==> src/adbmd_pkg.sv <==
// ----------------------------------------------------------------------------
// adbmd_pkg: shared types and constants of the message deframer
// Command words, status and class codes, the queued item format and the
// helpers that classify a command and decide whether it is accepted.
// ----------------------------------------------------------------------------
package adbmd_pkg;

  localparam int unsigned WordW      = 32;
  localparam int unsigned ByteW      = 8;
  localparam int unsigned PaySizeW   = 17;
  localparam int unsigned CfgIdxW    = 1;
  localparam int unsigned QueueDepth = 2;
  localparam int unsigned QPtrW      = $clog2(QueueDepth);

  localparam logic [WordW-1:0] CmdSync = 32'h434E5953;
  localparam logic [WordW-1:0] CmdCnxn = 32'h4E584E43;
  localparam logic [WordW-1:0] CmdOpen = 32'h4E45504F;
  localparam logic [WordW-1:0] CmdOkay = 32'h59414B4F;
  localparam logic [WordW-1:0] CmdClse = 32'h45534C43;
  localparam logic [WordW-1:0] CmdWrte = 32'h45545257;
  localparam logic [WordW-1:0] CmdAuth = 32'h48545541;

  localparam logic [WordW-1:0]    VersionReset = 32'h01000000;
  localparam logic [PaySizeW-1:0] PaySizeReset = 17'd4096;

  typedef enum logic [2:0] {
    ST_OK    = 3'd0,
    ST_MAGIC = 3'd1,
    ST_CHECK = 3'd2,
    ST_LEN   = 3'd3,
    ST_SIZE  = 3'd4,
    ST_UNEXP = 3'd5
  } status_e;

  typedef enum logic [2:0] {
    CLS_SYNC    = 3'd0,
    CLS_CNXN    = 3'd1,
    CLS_OPEN    = 3'd2,
    CLS_OKAY    = 3'd3,
    CLS_CLSE    = 3'd4,
    CLS_WRTE    = 3'd5,
    CLS_AUTH    = 3'd6,
    CLS_UNKNOWN = 3'd7
  } cmd_class_e;

  typedef enum logic [CfgIdxW-1:0] {
    CFG_VERSION  = 1'b0,
    CFG_PAY_SIZE = 1'b1
  } cfg_idx_e;

  typedef enum logic {
    PH_WAIT_HDR = 1'b0,
    PH_RECV_PAY = 1'b1
  } phase_e;

  typedef struct packed {
    logic [WordW-1:0]    version;
    logic [PaySizeW-1:0] pay_size;
  } cfg_t;

  // One classified input item as it sits in the queue.
  typedef struct packed {
    logic             op;
    logic [WordW-1:0] cmd;
    logic [WordW-1:0] a0;
    logic [WordW-1:0] a1;
    logic [WordW-1:0] len;
    logic [WordW-1:0] chk;
    logic [ByteW-1:0] pbyte;
    logic             last;
    logic             magic_ok;
    logic             oversize;
    logic             len_zero;
    cmd_class_e       cls;
  } item_t;

  typedef struct packed {
    logic not_empty;
    logic full;
  } qstat_t;

  typedef struct packed {
    status_e          status;
    cmd_class_e       cls;
    logic [WordW-1:0] cmd;
    logic [WordW-1:0] a0;
    logic [WordW-1:0] a1;
    logic [WordW-1:0] len;
    logic             accepted;
  } result_t;

  function automatic cmd_class_e classify(input logic [WordW-1:0] cmd);
    cmd_class_e cls;
    case (cmd)
      CmdSync: cls = CLS_SYNC;
      CmdCnxn: cls = CLS_CNXN;
      CmdOpen: cls = CLS_OPEN;
      CmdOkay: cls = CLS_OKAY;
      CmdClse: cls = CLS_CLSE;
      CmdWrte: cls = CLS_WRTE;
      CmdAuth: cls = CLS_AUTH;
      default: cls = CLS_UNKNOWN;
    endcase
    return cls;
  endfunction

  function automatic logic acceptance(input cmd_class_e cls, input logic cnxn_match,
                                      input logic len_nonzero);
    logic acc;
    case (cls)
      CLS_CNXN:                     acc = cnxn_match;
      CLS_OPEN:                     acc = len_nonzero;
      CLS_OKAY, CLS_CLSE, CLS_WRTE: acc = 1'b1;
      default:                      acc = 1'b0;
    endcase
    return acc;
  endfunction

endpackage

==> src/adbmd_front.sv <==
// ----------------------------------------------------------------------------
// adbmd_front: input stage of the message deframer
// Takes input items, checks the magic word and the length limit of a header,
// classifies the command and hands the result to the queue.
// ----------------------------------------------------------------------------
module adbmd_front #(
  parameter int unsigned MAX_PAYLOAD = 4096
) (
  input  logic                          clk_i,
  input  logic                          rst_ni,
  input  logic                          in_valid_i,
  output logic                          in_stall_o,
  input  logic                          operation_i,
  input  logic [adbmd_pkg::WordW-1:0]   hdr_command_i,
  input  logic [adbmd_pkg::WordW-1:0]   hdr_first_arg_i,
  input  logic [adbmd_pkg::WordW-1:0]   hdr_second_arg_i,
  input  logic [adbmd_pkg::WordW-1:0]   hdr_length_i,
  input  logic [adbmd_pkg::WordW-1:0]   hdr_check_i,
  input  logic [adbmd_pkg::WordW-1:0]   hdr_magic_i,
  input  logic [adbmd_pkg::ByteW-1:0]   payload_byte_i,
  input  logic                          payload_last_i,
  input  adbmd_pkg::qstat_t             qstat_i,
  output logic                          push_o,
  output adbmd_pkg::item_t              item_o
);

  localparam logic [adbmd_pkg::WordW-1:0] MaxLen = adbmd_pkg::WordW'(MAX_PAYLOAD);

  logic             valid_q, valid_d;
  adbmd_pkg::item_t item_q, item_d;
  logic             in_take;

  always_comb begin
    item_d.op       = operation_i;
    item_d.cmd      = hdr_command_i;
    item_d.a0       = hdr_first_arg_i;
    item_d.a1       = hdr_second_arg_i;
    item_d.len      = hdr_length_i;
    item_d.chk      = hdr_check_i;
    item_d.pbyte    = payload_byte_i;
    item_d.last     = payload_last_i;
    item_d.magic_ok = (hdr_magic_i == ~hdr_command_i);
    item_d.oversize = (hdr_length_i > MaxLen);
    item_d.len_zero = (hdr_length_i == '0);
    item_d.cls      = adbmd_pkg::classify(hdr_command_i);
  end

  // The held item moves on whenever the queue has room, so a new one can
  // be taken in the same cycle.
  assign push_o     = valid_q && !qstat_i.full;
  assign in_stall_o = valid_q && qstat_i.full;
  assign in_take    = in_valid_i && !in_stall_o;
  assign item_o     = item_q;

  always_comb begin
    valid_d = valid_q;
    if (in_take) begin
      valid_d = 1'b1;
    end else if (push_o) begin
      valid_d = 1'b0;
    end
  end

  always_ff @(posedge clk_i or negedge rst_ni) begin
    if (!rst_ni) begin
      valid_q <= 1'b0;
    end else begin
      valid_q <= valid_d;
    end
  end

  always_ff @(posedge clk_i) begin
    if (in_take) begin
      item_q <= item_d;
    end
  end

endmodule

==> src/adbmd_queue.sv <==
// ----------------------------------------------------------------------------
// adbmd_queue: short queue between front and back
// A small first-in first-out store of classified items that lets each side
// stall on its own.
// ----------------------------------------------------------------------------
module adbmd_queue (
  input  logic              clk_i,
  input  logic              rst_ni,
  input  logic              push_i,
  input  adbmd_pkg::item_t  item_i,
  input  logic              pop_i,
  output adbmd_pkg::qstat_t qstat_o,
  output adbmd_pkg::item_t  item_o
);

  adbmd_pkg::item_t                 mem_q [adbmd_pkg::QueueDepth];
  logic [adbmd_pkg::QPtrW-1:0]      wr_ptr_q, wr_ptr_d;
  logic [adbmd_pkg::QPtrW-1:0]      rd_ptr_q, rd_ptr_d;
  logic [adbmd_pkg::QPtrW:0]        count_q, count_d;
  logic                             do_push, do_pop;

  assign qstat_o.not_empty = (count_q != '0);
  assign qstat_o.full      = (count_q == (adbmd_pkg::QPtrW + 1)'(adbmd_pkg::QueueDepth));
  assign do_push           = push_i && !qstat_o.full;
  assign do_pop            = pop_i && qstat_o.not_empty;
  assign item_o            = mem_q[rd_ptr_q];

  always_comb begin
    wr_ptr_d = wr_ptr_q;
    rd_ptr_d = rd_ptr_q;
    count_d  = count_q;
    if (do_push) begin
      wr_ptr_d = wr_ptr_q + 1'b1;
    end
    if (do_pop) begin
      rd_ptr_d = rd_ptr_q + 1'b1;
    end
    if (do_push && !do_pop) begin
      count_d = count_q + 1'b1;
    end else if (do_pop && !do_push) begin
      count_d = count_q - 1'b1;
    end
  end

  always_ff @(posedge clk_i or negedge rst_ni) begin
    if (!rst_ni) begin
      wr_ptr_q <= '0;
      rd_ptr_q <= '0;
      count_q  <= '0;
    end else begin
      wr_ptr_q <= wr_ptr_d;
      rd_ptr_q <= rd_ptr_d;
      count_q  <= count_d;
    end
  end

  always_ff @(posedge clk_i) begin
    if (do_push) begin
      mem_q[wr_ptr_q] <= item_i;
    end
  end

endmodule

==> src/adbmd_back.sv <==
// ----------------------------------------------------------------------------
// adbmd_back: message state machine of the deframer
// Holds a good header, sums and counts its payload bytes, and builds one
// report per finished or failed message into the output register.
// ----------------------------------------------------------------------------
module adbmd_back #(
  parameter int unsigned MAX_PAYLOAD = 4096
) (
  input  logic                        clk_i,
  input  logic                        rst_ni,
  input  adbmd_pkg::cfg_t             cfg_i,
  input  adbmd_pkg::qstat_t           qstat_i,
  input  adbmd_pkg::item_t            item_i,
  output logic                        pop_o,
  output logic                        out_valid_o,
  input  logic                        out_stall_i,
  output adbmd_pkg::result_t          res_o
);

  localparam int unsigned LenW = $clog2(MAX_PAYLOAD + 1);
  localparam int unsigned SumW = $clog2(MAX_PAYLOAD * 255 + 1);

  adbmd_pkg::phase_e                phase_q, phase_d;
  logic [adbmd_pkg::WordW-1:0]      held_cmd_q, held_a0_q, held_a1_q, held_chk_q;
  logic [LenW-1:0]                  held_len_q;
  adbmd_pkg::cmd_class_e            held_cls_q;
  logic [SumW-1:0]                  sum_q, sum_n;
  logic [LenW-1:0]                  cnt_q, cnt_n;
  logic                             cnt_short;
  logic                             take;
  logic                             load_hdr;
  logic                             res_valid;
  adbmd_pkg::result_t               res;
  logic                             out_valid_q;
  adbmd_pkg::result_t               res_q;
  adbmd_pkg::status_e               rep_status;
  adbmd_pkg::cmd_class_e            rep_cls;
  logic [adbmd_pkg::WordW-1:0]      rep_cmd, rep_a0, rep_a1, rep_len;
  logic                             cnxn_match;

  // An item is taken whenever the output register is free or being emptied.
  assign take  = qstat_i.not_empty && (!out_valid_q || !out_stall_i);
  assign pop_o = take;

  assign sum_n     = sum_q + SumW'(item_i.pbyte);
  assign cnt_n     = cnt_q + 1'b1;
  assign cnt_short = (cnt_n < held_len_q);
  assign load_hdr  = (phase_q == adbmd_pkg::PH_WAIT_HDR) && !item_i.op &&
                     item_i.magic_ok && !item_i.oversize && !item_i.len_zero;

  // Next phase.
  always_comb begin
    phase_d = phase_q;
    case (phase_q)
      adbmd_pkg::PH_WAIT_HDR: begin
        if (load_hdr) begin
          phase_d = adbmd_pkg::PH_RECV_PAY;
        end
      end
      adbmd_pkg::PH_RECV_PAY: begin
        if (!item_i.op || item_i.last || !cnt_short) begin
          phase_d = adbmd_pkg::PH_WAIT_HDR;
        end
      end
      default: phase_d = adbmd_pkg::PH_WAIT_HDR;
    endcase
  end

  // Report for the item at the head of the queue.
  always_comb begin
    res_valid  = 1'b0;
    rep_status = adbmd_pkg::ST_OK;
    rep_cls    = item_i.cls;
    rep_cmd    = item_i.cmd;
    rep_a0     = item_i.a0;
    rep_a1     = item_i.a1;
    rep_len    = item_i.len;
    case (phase_q)
      adbmd_pkg::PH_WAIT_HDR: begin
        if (item_i.op) begin
          res_valid  = 1'b1;
          rep_status = adbmd_pkg::ST_UNEXP;
          rep_cls    = adbmd_pkg::CLS_UNKNOWN;
          rep_cmd    = '0;
          rep_a0     = '0;
          rep_a1     = '0;
          rep_len    = '0;
        end else if (!item_i.magic_ok) begin
          res_valid  = 1'b1;
          rep_status = adbmd_pkg::ST_MAGIC;
        end else if (item_i.oversize) begin
          res_valid  = 1'b1;
          rep_status = adbmd_pkg::ST_SIZE;
        end else if (item_i.len_zero) begin
          res_valid  = 1'b1;
        end
      end
      adbmd_pkg::PH_RECV_PAY: begin
        rep_cls = held_cls_q;
        rep_cmd = held_cmd_q;
        rep_a0  = held_a0_q;
        rep_a1  = held_a1_q;
        rep_len = adbmd_pkg::WordW'(held_len_q);
        if (!item_i.op) begin
          res_valid  = 1'b1;
          rep_status = adbmd_pkg::ST_UNEXP;
        end else if (item_i.last || !cnt_short) begin
          res_valid = 1'b1;
          if ((cnt_n != held_len_q) || !item_i.last) begin
            rep_status = adbmd_pkg::ST_LEN;
          end else if (adbmd_pkg::WordW'(sum_n) != held_chk_q) begin
            rep_status = adbmd_pkg::ST_CHECK;
          end
        end
      end
      default: res_valid = 1'b0;
    endcase
  end

  assign cnxn_match = (rep_a0 == cfg_i.version) &&
                      (rep_a1 == adbmd_pkg::WordW'(cfg_i.pay_size));

  always_comb begin
    res.status   = rep_status;
    res.cls      = rep_cls;
    res.cmd      = rep_cmd;
    res.a0       = rep_a0;
    res.a1       = rep_a1;
    res.len      = rep_len;
    res.accepted = (rep_status == adbmd_pkg::ST_OK) &&
                   adbmd_pkg::acceptance(rep_cls, cnxn_match, rep_len != '0);
  end

  always_ff @(posedge clk_i or negedge rst_ni) begin
    if (!rst_ni) begin
      phase_q     <= adbmd_pkg::PH_WAIT_HDR;
      out_valid_q <= 1'b0;
    end else begin
      if (take) begin
        phase_q     <= phase_d;
        out_valid_q <= res_valid;
      end else if (!out_stall_i) begin
        out_valid_q <= 1'b0;
      end
    end
  end

  always_ff @(posedge clk_i) begin
    if (take && res_valid) begin
      res_q <= res;
    end
    if (take && load_hdr) begin
      held_cmd_q <= item_i.cmd;
      held_a0_q  <= item_i.a0;
      held_a1_q  <= item_i.a1;
      held_len_q <= LenW'(item_i.len);
      held_chk_q <= item_i.chk;
      held_cls_q <= item_i.cls;
      sum_q      <= '0;
      cnt_q      <= '0;
    end else if (take && (phase_q == adbmd_pkg::PH_RECV_PAY) && item_i.op) begin
      sum_q <= sum_n;
      cnt_q <= cnt_n;
    end
  end

  assign out_valid_o = out_valid_q;
  assign res_o       = res_q;

endmodule

==> src/adb_message_deframer_unit.sv <==
// ----------------------------------------------------------------------------
// adb_message_deframer_unit: receive-side message framing check
//
//   Channel | Direction | Handshake              | Payload
//   --------+-----------+------------------------+-------------------------------
//   input   | in        | in_valid_i, in_stall_o | operation, header words, byte
//   result  | out       | out_valid_o, out_stall_i | status, class, words, accepted
//   config  | in        | cfg_we_i               | cfg_index_i, cfg_data_i
//
// One item per cycle is taken while in_stall_o is low; an item passes the
// input register, the queue and the output register before its report leaves.
// Reset clears the phase, the queue and all valid flags; the version and
// payload size registers return to their default values.
// A stalled result keeps the queue from draining; the input stalls only once
// the queue and the input register are both full.
// ----------------------------------------------------------------------------
module adb_message_deframer_unit #(
  parameter int unsigned MAX_PAYLOAD = 4096
) (
  input  logic                                clk_i,
  input  logic                                rst_ni,
  input  logic                                cfg_we_i,
  input  logic [adbmd_pkg::CfgIdxW-1:0]       cfg_index_i,
  input  logic [adbmd_pkg::WordW-1:0]         cfg_data_i,
  input  logic                                in_valid_i,
  output logic                                in_stall_o,
  input  logic                                operation_i,
  input  logic [adbmd_pkg::WordW-1:0]         hdr_command_i,
  input  logic [adbmd_pkg::WordW-1:0]         hdr_first_arg_i,
  input  logic [adbmd_pkg::WordW-1:0]         hdr_second_arg_i,
  input  logic [adbmd_pkg::WordW-1:0]         hdr_length_i,
  input  logic [adbmd_pkg::WordW-1:0]         hdr_check_i,
  input  logic [adbmd_pkg::WordW-1:0]         hdr_magic_i,
  input  logic [adbmd_pkg::ByteW-1:0]         payload_byte_i,
  input  logic                                payload_last_i,
  output logic                                out_valid_o,
  input  logic                                out_stall_i,
  output logic [2:0]                          status_o,
  output logic [2:0]                          command_class_o,
  output logic [adbmd_pkg::WordW-1:0]         command_word_o,
  output logic [adbmd_pkg::WordW-1:0]         first_arg_o,
  output logic [adbmd_pkg::WordW-1:0]         second_arg_o,
  output logic [adbmd_pkg::WordW-1:0]         payload_length_o,
  output logic                                accepted_o
);

  adbmd_pkg::cfg_t    cfg_q;
  adbmd_pkg::qstat_t  qstat;
  adbmd_pkg::item_t   front_item, head_item;
  adbmd_pkg::result_t res;
  logic               push, pop;

  always_ff @(posedge clk_i or negedge rst_ni) begin
    if (!rst_ni) begin
      cfg_q.version  <= adbmd_pkg::VersionReset;
      cfg_q.pay_size <= adbmd_pkg::PaySizeReset;
    end else if (cfg_we_i) begin
      case (adbmd_pkg::cfg_idx_e'(cfg_index_i))
        adbmd_pkg::CFG_VERSION:  cfg_q.version  <= cfg_data_i;
        adbmd_pkg::CFG_PAY_SIZE: cfg_q.pay_size <= cfg_data_i[adbmd_pkg::PaySizeW-1:0];
        default: ;
      endcase
    end
  end

  adbmd_front #(
    .MAX_PAYLOAD(MAX_PAYLOAD)
  ) u_front (
    .clk_i           (clk_i),
    .rst_ni          (rst_ni),
    .in_valid_i      (in_valid_i),
    .in_stall_o      (in_stall_o),
    .operation_i     (operation_i),
    .hdr_command_i   (hdr_command_i),
    .hdr_first_arg_i (hdr_first_arg_i),
    .hdr_second_arg_i(hdr_second_arg_i),
    .hdr_length_i    (hdr_length_i),
    .hdr_check_i     (hdr_check_i),
    .hdr_magic_i     (hdr_magic_i),
    .payload_byte_i  (payload_byte_i),
    .payload_last_i  (payload_last_i),
    .qstat_i         (qstat),
    .push_o          (push),
    .item_o          (front_item)
  );

  adbmd_queue u_queue (
    .clk_i  (clk_i),
    .rst_ni (rst_ni),
    .push_i (push),
    .item_i (front_item),
    .pop_i  (pop),
    .qstat_o(qstat),
    .item_o (head_item)
  );

  adbmd_back #(
    .MAX_PAYLOAD(MAX_PAYLOAD)
  ) u_back (
    .clk_i      (clk_i),
    .rst_ni     (rst_ni),
    .cfg_i      (cfg_q),
    .qstat_i    (qstat),
    .item_i     (head_item),
    .pop_o      (pop),
    .out_valid_o(out_valid_o),
    .out_stall_i(out_stall_i),
    .res_o      (res)
  );

  assign status_o         = res.status;
  assign command_class_o  = res.cls;
  assign command_word_o   = res.cmd;
  assign first_arg_o      = res.a0;
  assign second_arg_o     = res.a1;
  assign payload_length_o = res.len;
  assign accepted_o       = res.accepted;

endmodule

==> config.mk <==
export PLATFORM = sky130hd
export DESIGN_NAME = adb_message_deframer_unit
export DESIGN_NICKNAME = d
export VERILOG_FILES = /design/src/adbmd_pkg.sv /design/src/adbmd_front.sv /design/src/adbmd_queue.sv /design/src/adbmd_back.sv /design/src/adb_message_deframer_unit.sv
export SDC_FILE = /design/constraint.sdc
export NUM_CORES = 1
export LEC_CHECK = 0
export BUFFER_PORTS_ARGS = -buffer_cell sky130_fd_sc_hd__buf_2
export CAP_MARGIN = 5
export CORE_ASPECT_RATIO = 1.2
export CORE_MARGIN = 2
export CORE_UTILIZATION = 40
export CTS_BUF_LIST = sky130_fd_sc_hd__clkbuf_8 sky130_fd_sc_hd__clkbuf_16
export CTS_CLUSTER_SIZE = 8
export DETAILED_ROUTE_END_ITERATION = 10
export PLACE_DENSITY_LB_ADDON = 0.2
export SLEW_MARGIN = 0
export SYNTH_ARGS = -nofsm -noshare
export SYNTH_HDL_FRONTEND = slang
export SYNTH_SLANG_ARGS = --single-unit
==> constraint.sdc <==
create_clock -name clk_i -period 14.33 [get_ports clk_i]
set_input_delay 3.5825 -clock clk_i [delete_from_list [all_inputs] [get_ports clk_i]]
set_output_delay 3.5825 -clock clk_i [all_outputs]
set_load 0.005 [all_outputs]
# Word-level counts from Yosys, hierarchy flattened
# Memories as Yosys holds them, arrays and structs flattened.
# Cells that the tools add are included.
# W data, S select, Z words.
[op_classes]
addsub = 6
magnitude_cmp = 2
eq_ne = 19
n_mux = 38
bitwise_logic = 3
reduce_logical = 43
[op_table]
columns = ["op", "n"]
rows = [
  ["$pmux W32 S2", 4],
  ["$eq A32 B31 Y1 const B", 7],
  ["$mux W32", 4],
  ["$eq A32 B32 Y1", 2],
  ["$eq A32 B17 Y1", 1],
  ["$gt A32 B13 Y1 const B", 1],
  ["$logic_not A32 Y1", 1],
  ["$ne A20 B32 Y1", 1],
  ["$not A32 Y32", 1],
  ["$reduce_bool A32 Y1", 1],
  ["$mux W3", 7],
  ["$pmux W3 S7", 1],
  ["$add A20 B8 Y20", 1],
  ["$logic_and A1 B1 Y1", 18],
  ["$mux W1", 14],
  ["$add A13 B1 Y13 const B", 1],
  ["$lt A13 B13 Y1", 1],
  ["$ne A13 B13 Y1", 1],
  ["$pmux W3 S2", 2],
  ["$logic_not A1 Y1", 11],
  ["$eq A3 B2 Y1 const B", 2],
  ["$eq A3 B3 Y1 const B", 2],
  ["$mux W2", 3],
  ["$reduce_bool A2 Y1", 3],
  ["other kinds (13)", 21],
]
[totals]
ff_bits = 544
mem_bits_rw = 352
in_bits = 240
out_inout_bits = 137
elab_cells = 147
n_memories = 1
[memory_table]
columns = ["name", "words", "word_bits", "read_ports", "rd_ports_with_merged_regs", "wr", "line", "rtl"]
rows = [
  ["u_queue.mem_q", 2, 176, 1, 0, 1, "adbmd_queue.sv:16", "adbmd_pkg::item_t mem_q [adbmd_pkg::QueueDepth];"],
]

# Longest topological paths before layout
# An unclocked memory read counts as a cell.
[logic_depth]
ltp_word = 10
depth_mapped = 17
mapped_depth_nobuf = 16

# Hierarchy
# From an unflattened synthesis, not the netlist that was laid out.
[hier_totals]
hier_cells = 1873
area_unflattened_um2 = 34759.6
[modules_own_cells]
columns = ["mod", "n_inst", "cells_per_inst", "area_each_um2", "seq_area_each_um2"]
rows = [
  ["adbmd_queue", 1, 567, 13437.9, 10670.2],
  ["adbmd_back", 1, 913, 13193.9, 9088.7],
  ["adbmd_front", 1, 288, 6148.4, 5310.1],
  ["adb_message_deframer_unit", 1, 105, 1979.4, 1228.7],
]

# Worst setup path after synthesis
# OpenSTA, ideal clock, no wires.
[synth_timing]
path_type = "input to register"
start = "input out_stall_i"
end = "register u_back.res_q (netlist bit u_back.res_o[0]), enable pin"
t_arrival_ps = 13788
path_slack_ps = -292
path_stages = 3
n_path_buf = 0
path_cell_list = "nand2_1 -> o21ai_1 -> a211oi_1"
[synth_between]
elab_chain_len = 4
[synth_rtl]
columns = ["element", "line", "rtl"]
rows = [
  ["start, declared", "adb_message_deframer_unit.sv:37", "input logic out_stall_i,"],
  ["$logic_not A1 Y1", "adbmd_back.sv:42", "assign take = qstat_i.not_empty && (!out_valid_q || !out_stall_i);"],
  ["$logic_or A1 B1 Y1", "adbmd_back.sv:42", ""],
  ["$logic_and A1 B1 Y1", "adbmd_back.sv:42", ""],
  ["$logic_and A1 B1 Y1", "adbmd_back.sv:149", "if (take && res_valid) begin"],
  ["end signal, assigned", "adbmd_back.sv:150", "res_q <= res;"],
  ["end, declared", "adbmd_back.sv:35", "adbmd_pkg::result_t res_q;"],
]
# No other way between the ends.
# A chain may end at the register's enable or synchronous reset.

# Worst setup path in the final report
[layout_timing]
start = "input out_stall_i"
end = "register u_back.held_chk_q[9] (netlist bit), enable pin"
[layout_between]
elab_chain_len = 4
[layout_rtl]
columns = ["element", "line", "rtl"]
rows = [
  ["$logic_not A1 Y1", "adbmd_back.sv:42", ""],
  ["$logic_or A1 B1 Y1", "adbmd_back.sv:42", ""],
  ["$logic_and A1 B1 Y1", "adbmd_back.sv:42", ""],
  ["$logic_and A1 B1 Y1", "adbmd_back.sv:152", "if (take && load_hdr) begin"],
  ["end signal, assigned", "adbmd_back.sv:157", "held_chk_q <= item_i.chk;"],
  ["end, declared", "adbmd_back.sv:24", "logic [adbmd_pkg::WordW-1:0] held_cmd_q, held_a0_q, held_a1_q, held_chk_q;"],
]
# No other way between the ends.

==> results.toml <==
[detailed_routing]
dr_total_vias = 18700
dr.pass1.iters = 7
drt_iter0_markers = 1236
wl_mm = 80.4
route.detailed.drc = 0
antenna_left = 0
wire_per_inst_microns = 22.1
viasPerCell = 5.12

[floorplanning]
die_y_microns = 325
rows = 117
coreArea_sq_mm = 0.0849
die_area_sq_mm = 0.0880
dieWidth_microns = 271
start_util = 0.403
num_io_pins = 377

[yosys]
synth_warnings = 0
synth_edf_count = 807
async_reset_ff_frac = 0.0625
seq_area_frac_synth = 0.768
syn_inst = 1978
synth_nets = 2242
synth_seq_cells = 896
synthFlopType = "edfxtp_1"
syn_avg_cell_area_sq_um = 17.3
syn_area_sq_mm = 0.0343
yosysUniqueCellTypes = 70

[setup_path]
end_kind = "flop"
r2r_setup_slack_ns = 9.51
r2r-end = "u_back.res_o[0]"
startpoint_type = "input pin"
worst-setup-path-type = "in -> reg"
cp_max_fo = 85
cp.required_ns = 14.62
reg2regPathDepth = 10
r2r_start = "u_queue.rd_ptr_q"
arrival_ns = 5.71

[sta]
finClkSkew_ns = 0.0251
setup_viol = 0
fmax_mhz = 185
fin_crit_sh = 0.378
hold_violations = 0
grt_setup_unrepaired = "false"
worstMarginPinSlew_ns = 1.14
fin_ws_ns = 8.92
setup_tns_ns = 0
drv_slew = 0
slew-limit-headroom = 0.242
final.min_clock_period_ns = 5.41

[clock_tree]
hold_buffers = 0
clk_pin_slew_ns = 0.05
cts_sinks = 896
post_cts_buffers = 0
cts_buffer_depth = 3
cts-root-buf = "clkbuf_16"
numCtsBuffers = 130
insertion_delay_ns = 0.70
cts_max_level = 4
cts_tree = "done"
ctsResizeCount = 0

[layout]
area_delta_synth_final_pct = 20.4
drive_gt1_frac = 0.304
final_common_cell = "edfxtp_1"
nets = 2702
final_util = 0.486
postLayoutCellArea_sq_mm = 0.0413
final_cell_mix = "807 x edfxtp_1, 376 x buf_2, 197 x mux2_2, 134 x clkbuf_16, 122 x inv_1"

[global_routing]
grt.overflow.total = 0
grt_usage = 0.181
grt_pass1_wl_mm = 119
grt_max_degree = 86
grt_pass1_vias = 19600
antenna_found_initial = 18

[outcome]
outcome = "completed"

[min_path]
hp-start = "u_front.item_o[136]"
hold_depth = 0
min_to = "u_queue.mem_q[1][136]"
hp-class = "reg -> reg"

[power_and_ir_drop]
leakage_nw = 15.3
p_per_area_mw_per_mm2 = 217
ir_drop_v = 0.000110

[placement]
place_hpwl_mm = 52.5
dp_slack_ns = 8.15
place_congestion = 0.885
dpl_cell_area_sq_mm = 0.0375
numPortBuffers = 376

[run]
drv_cap = 0
==> per-layer routing <==
layer  track usage  up-vias  wire, microns
met4        0.0702       20           2370
li1              -     8576              -
met1         0.218     9294          32100
met5             0        -            122
met2         0.311      633          40700
met3        0.0472      142           5100
==> worst max path at each step <==
stage | from | end | slack, ns | cells after the start
floorplan | out_stall_i | u_back.res_o[0] | 4.48 | 3
global placement | out_stall_i | u_back.held_a0_q[9] | 8.16 | 6
detailed placement | out_stall_i | u_back.held_chk_q[23] | 8.15 | 6
CTS | out_stall_i | u_back.held_chk_q[16] | 8.90 | 6
global route | out_stall_i | u_back.held_chk_q[1] | 8.79 | 6
finish | out_stall_i | u_back.held_chk_q[9] | 8.92 | 6
==> sequential cells by signal, summed over array words and instances (netlist names) <==
signal / count
u_back.sum_q: 20
u_queue.count_q: 2
u_queue.wr_ptr_q: 1
u_back.held_cmd_q: 32
u_back.res_o: 135
u_queue.mem_q: 352
u_back.held_cls_q: 3
u_back.cnt_q: 13
cfg_q: 49
u_front.item_o: 176
u_back.phase_q: 1
u_back.held_a1_q: 32
u_front.valid_q: 1
u_back.held_chk_q: 32
u_back.held_len_q: 13
u_back.held_a0_q: 32
u_queue.rd_ptr_q: 1
u_back.out_valid_o: 1
==> stage by stage <==
stage | cells | hold WS, ns | power, W
after CTS | 3640 | 0.436 | 0.00911
after global placement | 3436 | 0.423 | 0.00628
after global routing | 3644 | 0.448 | 0.00942
after detailed placement | 3436 | 0.431 | 0.00633
final | 3645 | 0.436 | 0.00896
after floorplan | 1978 | 0.421 | 0.00552
==> Yosys cell counts (3+ instances only) <==
master | instances | area share
nor2_1 | 88 | 0.0096
and3_1 | 12 | 0.0022
a21o_1 | 5 | 0.0011
nor3_1 | 16 | 0.0023
xnor2_1 | 88 | 0.022
buf_1 | 19 | 0.0021
nor2b_1 | 11 | 0.0020
a211oi_1 | 8 | 0.0018
o31ai_1 | 3 | 0.00066
xor2_1 | 57 | 0.015
a22oi_1 | 21 | 0.0046
inv_1 | 64 | 0.0070
a21oi_1 | 23 | 0.0034
and2_1 | 3 | 0.00055
edfxtp_1 | 807 | 0.71
nand4b_1 | 4 | 0.0010
nand4_1 | 29 | 0.0053
nand2b_1 | 8 | 0.0015
ha_1 | 23 | 0.0084
nor4_1 | 34 | 0.0062
dfxtp_1 | 33 | 0.019
a31oi_1 | 3 | 0.00055
mux2_2 | 197 | 0.065
dfrtp_1 | 54 | 0.039
clkbuf_1 | 46 | 0.0050
nor3b_1 | 4 | 0.00088
nand2_1 | 90 | 0.0099
or4_1 | 7 | 0.0015
o21ai_0 | 20 | 0.0029
mux2i_1 | 28 | 0.0082
o22ai_1 | 5 | 0.00091
o21bai_1 | 3 | 0.00066
a222oi_1 | 38 | 0.011
a211o_1 | 3 | 0.00077
buf_2 | 9 | 0.0013
a22o_1 | 41 | 0.010
o211ai_1 | 9 | 0.0020
nor4b_1 | 4 | 0.0010
nand3_1 | 19 | 0.0028
==> cell type report <==
cell class / instances / area, sq um
clock inverters: 70 / 364
clock buffers: 134 / 3350
inverters: 65 / 244
diodes: 5 / 12.5
multi-input cells: 942 / 7480
well taps: 1130 / 1410
repair buffers: 403 / 2080
flip-flops and latches: 896 / 26300
fillers: 7255 / 43700
==> report_power, final <==
part           internal, W  total, W  switching, W  leakage [nW]
logic             0.000814   0.00212       0.00130          4.79
clock network      0.00166   0.00273       0.00107          2.03
registers          0.00381   0.00411      0.000300          8.53
==> cell families after synthesis <==
logic type | after synthesis | share of synthesized area
xor+xnor | 146 | 0.0378
mux | 225 | 0.0729
compound gates | 202 | 0.0459
fa+ha+maj | 24 | 0.00899
flops | 896 | 0.768
simple gates | 345 | 0.0508
buf+inv | 140 | 0.0159
==> critical path: stages <==
cell and delay, ns:
buf_2 0.10, nand2_1 0.05, o21ai_1 0.06, buf_4 0.19
nor2b_4 0.68, buf_4 0.92
Power figures use the tool's default switching activity.
